`config.mk`:
```
export PLATFORM = sky130hd
export DESIGN_NAME = mig_arith
export DESIGN_NICKNAME = d
export VERILOG_FILES = /design/src/hw/rtl/matrix_inverse_gauss_pivot_top_macros.svh /design/src/hw/rtl/mig_pkg.sv /design/src/hw/rtl/mig_arith.sv
export SDC_FILE = /design/constraint.sdc
export NUM_CORES = 2
export LEC_CHECK = 0
export BUFFER_PORTS_ARGS = -buffer_cell sky130_fd_sc_hd__buf_2
export CAP_MARGIN = 20
export CORE_MARGIN = 1
export CORE_UTILIZATION = 25
export DETAILED_ROUTE_END_ITERATION = 8
export GPL_ROUTABILITY_DRIVEN = 0
export PLACE_DENSITY = 0.35
export REMOVE_ABC_BUFFERS = 1
export SYNTH_ARGS = -nofsm -noshare
export SYNTH_HDL_FRONTEND = slang
export SYNTH_SLANG_ARGS = --single-unit
export TNS_END_PERCENT = 100
```
`constraint.sdc`:
```
create_clock -name clk -period 15.84 [get_ports clk]
set_clock_uncertainty 0.05 [all_clocks]
set_input_delay 1.584 -clock clk [delete_from_list [all_inputs] [get_ports clk]]
set_output_delay 1.584 -clock clk [all_outputs]
set_load 0.02 [all_outputs]
```
`src/hw/rtl/matrix_inverse_gauss_pivot_top_macros.svh`:
```
// ----------------------------------------------------------------------------
// Assertion macros for the matrix inverse block
// Implication checks clocked on clk and disabled while rst is high.
// ----------------------------------------------------------------------------
`ifndef MATRIX_INVERSE_GAUSS_PIVOT_TOP_MACROS_SVH
`define MATRIX_INVERSE_GAUSS_PIVOT_TOP_MACROS_SVH

// same-cycle implication
`define MIG_ASSERT_IMP(label, ante, cons, msg) \
  label: assert property (@(posedge clk) disable iff (rst) (ante) |-> (cons)) \
    else $error(msg);

// next-cycle implication
`define MIG_ASSERT_NXT(label, ante, cons, msg) \
  label: assert property (@(posedge clk) disable iff (rst) (ante) |=> (cons)) \
    else $error(msg);

`endif

```
`src/hw/rtl/mig_pkg.sv`:
```
// ----------------------------------------------------------------------------
// mig_pkg
// Shared types, constants and fixed-point helpers for the matrix inverse.
// ----------------------------------------------------------------------------
package mig_pkg;

  localparam int MAX_DIM_DEF = 8;
  localparam int FX_W        = 48;
  localparam int ELEM_W      = 32;
  localparam int SIZE_W      = 4;
  localparam int THR_W       = 16;

  typedef logic signed [FX_W-1:0] fx_t;

  localparam fx_t FX_MAX  = 48'sh7FFF_FFFF_FFFF;
  localparam fx_t FX_MIN  = 48'sh8000_0000_0000;
  localparam fx_t ONE_Q16 = 48'sh0000_0001_0000;
  localparam logic [48:0] MAG_CAP = 49'h1_0000_0000_0000;

  // register word indexes
  localparam logic REG_SIZE = 1'b0;
  localparam logic REG_THR  = 1'b1;

  typedef enum logic {OP_MUL, OP_DIV} arith_op_t;

  typedef struct packed {
    logic      start;
    arith_op_t op;
  } arith_req_t;

  typedef struct packed {
    logic done;
    fx_t  value;
  } arith_rsp_t;

  function automatic logic [FX_W-1:0] mag48(input fx_t v);
    logic [FX_W-1:0] u;
    u = v;
    return u[FX_W-1] ? (~u + 48'd1) : u;
  endfunction

  function automatic fx_t signed_of(input logic [48:0] m, input logic neg);
    if (neg) begin
      if (m > 49'h0_8000_0000_0000) return FX_MIN;
      return fx_t'(~m[47:0] + 48'd1);
    end
    if (m > 49'h0_7FFF_FFFF_FFFF) return FX_MAX;
    return fx_t'(m[47:0]);
  endfunction

  function automatic fx_t sat_sub(input fx_t a, input fx_t b);
    logic [48:0] d;
    d = {a[47], a} - {b[47], b};
    if (d[48] != d[47]) return d[48] ? FX_MIN : FX_MAX;
    return fx_t'(d[47:0]);
  endfunction

  function automatic fx_t sat_add(input fx_t a, input fx_t b);
    logic [48:0] d;
    d = {a[47], a} + {b[47], b};
    if (d[48] != d[47]) return d[48] ? FX_MIN : FX_MAX;
    return fx_t'(d[47:0]);
  endfunction

  function automatic logic [ELEM_W-1:0] out32(input fx_t v);
    if (!v[47] && (v[46:31] != 16'h0000)) return 32'h7FFF_FFFF;
    if (v[47] && (v[46:31] != 16'hFFFF)) return 32'h8000_0000;
    return v[31:0];
  endfunction

endpackage

```
`src/hw/rtl/mig_arith.sv`:
```
// ----------------------------------------------------------------------------
// mig_arith
// Shared Q32.16 multiply (four 24x24 partial products) and divide
// (restoring, one quotient bit per cycle), both with rounding and saturation.
// ----------------------------------------------------------------------------
module mig_arith import mig_pkg::*; (
  input  logic       clk,
  input  logic       rst,
  input  arith_req_t req,
  input  fx_t        opa,
  input  fx_t        opb,
  output arith_rsp_t rsp
);

  typedef enum logic [2:0] {A_IDLE, A_MUL, A_MFIN, A_DIV, A_DFIN} astate_t;

  astate_t     st;
  logic [47:0] ma, mb;
  logic        neg;
  logic [95:0] prod;
  logic [63:0] num;
  logic [47:0] rem;
  logic [5:0]  step;

  logic [47:0] ma_in, mb_in;
  logic [23:0] pa, pb;
  logic [47:0] pp;
  logic [95:0] pp_sh;
  logic [48:0] shifted;
  logic [49:0] diff;
  logic        qbit;
  logic [95:0] rnd;
  logic [48:0] mcap, dcap;

  always_comb begin
    ma_in   = mag48(opa);
    mb_in   = mag48(opb);
    pa      = step[1] ? ma[47:24] : ma[23:0];
    pb      = step[0] ? mb[47:24] : mb[23:0];
    pp      = pa * pb;
    case (step[1:0])
      2'd0:    pp_sh = {48'd0, pp};
      2'd3:    pp_sh = {pp, 48'd0};
      default: pp_sh = {24'd0, pp, 24'd0};
    endcase
    shifted = {rem, num[63]};
    diff    = {1'b0, shifted} - {2'b00, mb};
    qbit    = !diff[49];
    rnd     = prod + 96'h8000;
    mcap    = (rnd[95:16] > {31'd0, MAG_CAP}) ? MAG_CAP : rnd[64:16];
    dcap    = (num > {15'd0, MAG_CAP}) ? MAG_CAP : num[48:0];
  end

  always_ff @(posedge clk) begin
    if (rst) begin
      st       <= A_IDLE;
      rsp.done <= 1'b0;
    end else begin
      rsp.done <= 1'b0;
      case (st)
        A_IDLE: begin
          if (req.start) begin
            ma   <= ma_in;
            mb   <= mb_in;
            neg  <= opa[47] ^ opb[47];
            step <= '0;
            prod <= '0;
            rem  <= '0;
            num  <= {ma_in, 16'h0000} + {17'd0, mb_in[47:1]};
            if (req.op == OP_MUL) begin
              st <= A_MUL;
            end else if (mb_in == '0) begin
              rsp.done  <= 1'b1;
              rsp.value <= (opa == '0) ? '0 : (opa[47] ? FX_MIN : FX_MAX);
            end else begin
              st <= A_DIV;
            end
          end
        end
        A_MUL: begin
          prod <= prod + pp_sh;
          step <= step + 6'd1;
          if (step[1:0] == 2'd3) begin
            st <= A_MFIN;
          end
        end
        A_MFIN: begin
          rsp.done  <= 1'b1;
          rsp.value <= signed_of(mcap, neg);
          st        <= A_IDLE;
        end
        A_DIV: begin
          rem  <= qbit ? diff[47:0] : shifted[47:0];
          num  <= {num[62:0], qbit};
          step <= step + 6'd1;
          if (step == 6'd63) begin
            st <= A_DFIN;
          end
        end
        A_DFIN: begin
          rsp.done  <= 1'b1;
          rsp.value <= signed_of(dcap, neg);
          st        <= A_IDLE;
        end
        default: st <= A_IDLE;
      endcase
    end
  end

endmodule

```
==> run summary <==
Outcome = complete, no violations
Vias in the first global route = 46,190
Seq/Total Area, Yosys = 21.02%
Initial Utilization = 25.21%
Post-CTS setup buffers = 0
Startpoint Class = flop
Slowest stage delay, CP = 880 ps
Iteration-0 DRC Markers = 3,794
Area grow syn2layout = 11.43%
Fmax = 0.07277 GHz
TNS Setup = 0 ps
Synthesized cell area = 51,680 µm²
Share of cells above drive strength 1 = 7.707%
Final ANT Viol Nets = 0
Max Slew Vio Count = 0
Fin nets = 7,142
Most Frequent Cell on Critical Path = fa_1
Max FO, Critical Path = 49
Via density = 5.172
Final period util = 86.75%
Synth Area in Simple Gates = 19.75%
Slew headroom = 18.11%
Port bufs = 148
CP max-delay cell = o41ai_1
Drt total wl = 230,200 µm
Clk root buf = clkbuf_16
First-pass GRT wire length = 331,600 µm
Register bit total from synthesis = 363
Rows = 166
CTS Sinks = 363
CTS buffer count = 51
Reg-to-reg slack, setup = 2100 ps
Commonest non-fill, non-tap cell in the layout = inv_1
Die Wd = 456.7 µm
Residual DRC count = 0
Htree depth = 2
Setup crit end kind = flop
Avg Inst Size Synth = 8.392 µm²
Post-Synth XOR/XNOR Area = 6.271%
Worst slew pin tran = 1220 ps
Core box area = 205,000 µm²
GRT Total Usage = 21.60%
Fin. Hold Viols = 0
Top post-synthesis cells by area = edfxtp_1, fa_1, ha_1
Clk slew on worst S/H paths = 60 ps
Hold crit path type = reg2reg
Post-synth EDFFs = 359
Min cycle time layout = 13,740 ps
I/O pin cnt = 149
Main combinational cell family by area after synthesis = adder cells
DP Wirelength = 184,600 µm
Grt total ovfl = 0
Die height = 456.7 µm
Total number of vias = 46,210
# setup viols final = 0
Avg WL per Cell = 25.76 µm
Critical Path RT = 16,160 ps
Arr. time, crit path = 14,060 ps
Largest net degree at the start of global routing = 131
Main synth FF type = edfxtp_1
Die area = 208,500 µm²
Commonest cells after routing, fill and taps aside = inv_1, nand2_1, nor2_1, fa_1, a21oi_1
Adder and majority gate portion of the synthesized area = 27.46%
DR pass1 iterations = 6
Maxcap violations = 0
Yosys top cell area share = 20.86%
Crit Path Class = reg2reg
RSZ-0062 raised after global routing = no
Initial antenna violation count = 22
Post-Syn Instances = 6,158
Synth Area in Compound Gates = 16.69%
Worst skew pair latency = 690 ps
Mux cell area share after synthesis = 1.504%
Cts hold-fix bufs = 0
Area leader, netlist = edfxtp_1
CTS tree = yes
Buffers from clock root to sink, at most = 3
# resized after CTS = 0
Ys async rst share = 0%
Synth cell types = 97
Syn. warnings = 0
[sequential cells by signal (all words and copies together), names as in the netlist]
signal	flops
step	6
num	64
rsp	49
mb	48
prod	96
ma	48
rem	48
st	3
neg	1
[final timing paths]
check	cells after the start	to	start
hold reg to reg	2	num[63]$_DFFE_PP_	num[62]$_DFFE_PP_
setup / recovery	43	prod[95]$_SDFFCE_PN0P_	step[0]$_SDFFCE_PN0P_
hold / removal	2	num[63]$_DFFE_PP_	num[62]$_DFFE_PP_
setup reg to reg	43	prod[95]$_SDFFCE_PN0P_	step[0]$_SDFFCE_PN0P_
[metal layers]
layer	part of all wire, %	track usage [%]	up-vias
met3	4.0	1.640	214
met5	0.018	0	-
met4	2.7	5.379	6
met2	47	35.86	1168
li1	-	-	21330
met1	46	30.16	23490
[worst max-delay path, delay by kind of cell, from the launching register on]
family,cells,cell delay [ps]
buf+inv,8,1110
flops,1,380
fa+ha+maj,9,4380
simple gates,9,1640
xor+xnor,1,90
compound gates,16,5720
[synth_stat cells (all sizes together) (133+ instances only)]
| cell | number |
|---|---|
| nor2 | 653 |
| o21ai | 273 |
| nand3 | 133 |
| a21o | 151 |
| inv | 707 |
| edfxtp | 359 |
| a21oi | 373 |
| ha | 358 |
| xnor2 | 253 |
| clkbuf | 250 |
| fa | 485 |
| nand2 | 706 |
[area by class of cell]
cell class                 count  area [µm²]
sequential                   363       10860
clock inverter                40       366.6
clock buffer                  55        1291
multi-input combinational   4799       37310
timing repair buffer         276        1724
tap                         2688        3363
antenna                        6       15.01
inverter                     708        2658
fill                       22150      147400
[through the flow]
step | instances | hold slack [ps] | utilization [%] | cell area (µm²) | setup WS (ps)
2_1_floorplan | 5870 | 472.2 | - | 50550 | 2689
3_3_place_gp | 8832 | 504.8 | 27.27 | 55900 | 2032
3_5_place_dp | 8832 | 500.7 | 27.27 | 55900 | 2115
4_1_cts | 8927 | 514.9 | 28.08 | 57560 | 2062
5_1_grt | 8930 | 568.7 | 28.08 | 57570 | 1169
6_report | 8935 | 508.5 | 28.09 | 57590 | 2099
[cells by family after synthesis]
group / count (synthesis)
buf+inv: 996
xor+xnor: 370
mux: 74
flops: 363
fa+ha+maj: 843
compound gates: 1325
simple gates: 2187
Power is not shown: default switching activity piles up to over one toggle a cycle in this logic, so the estimate is an artifact.
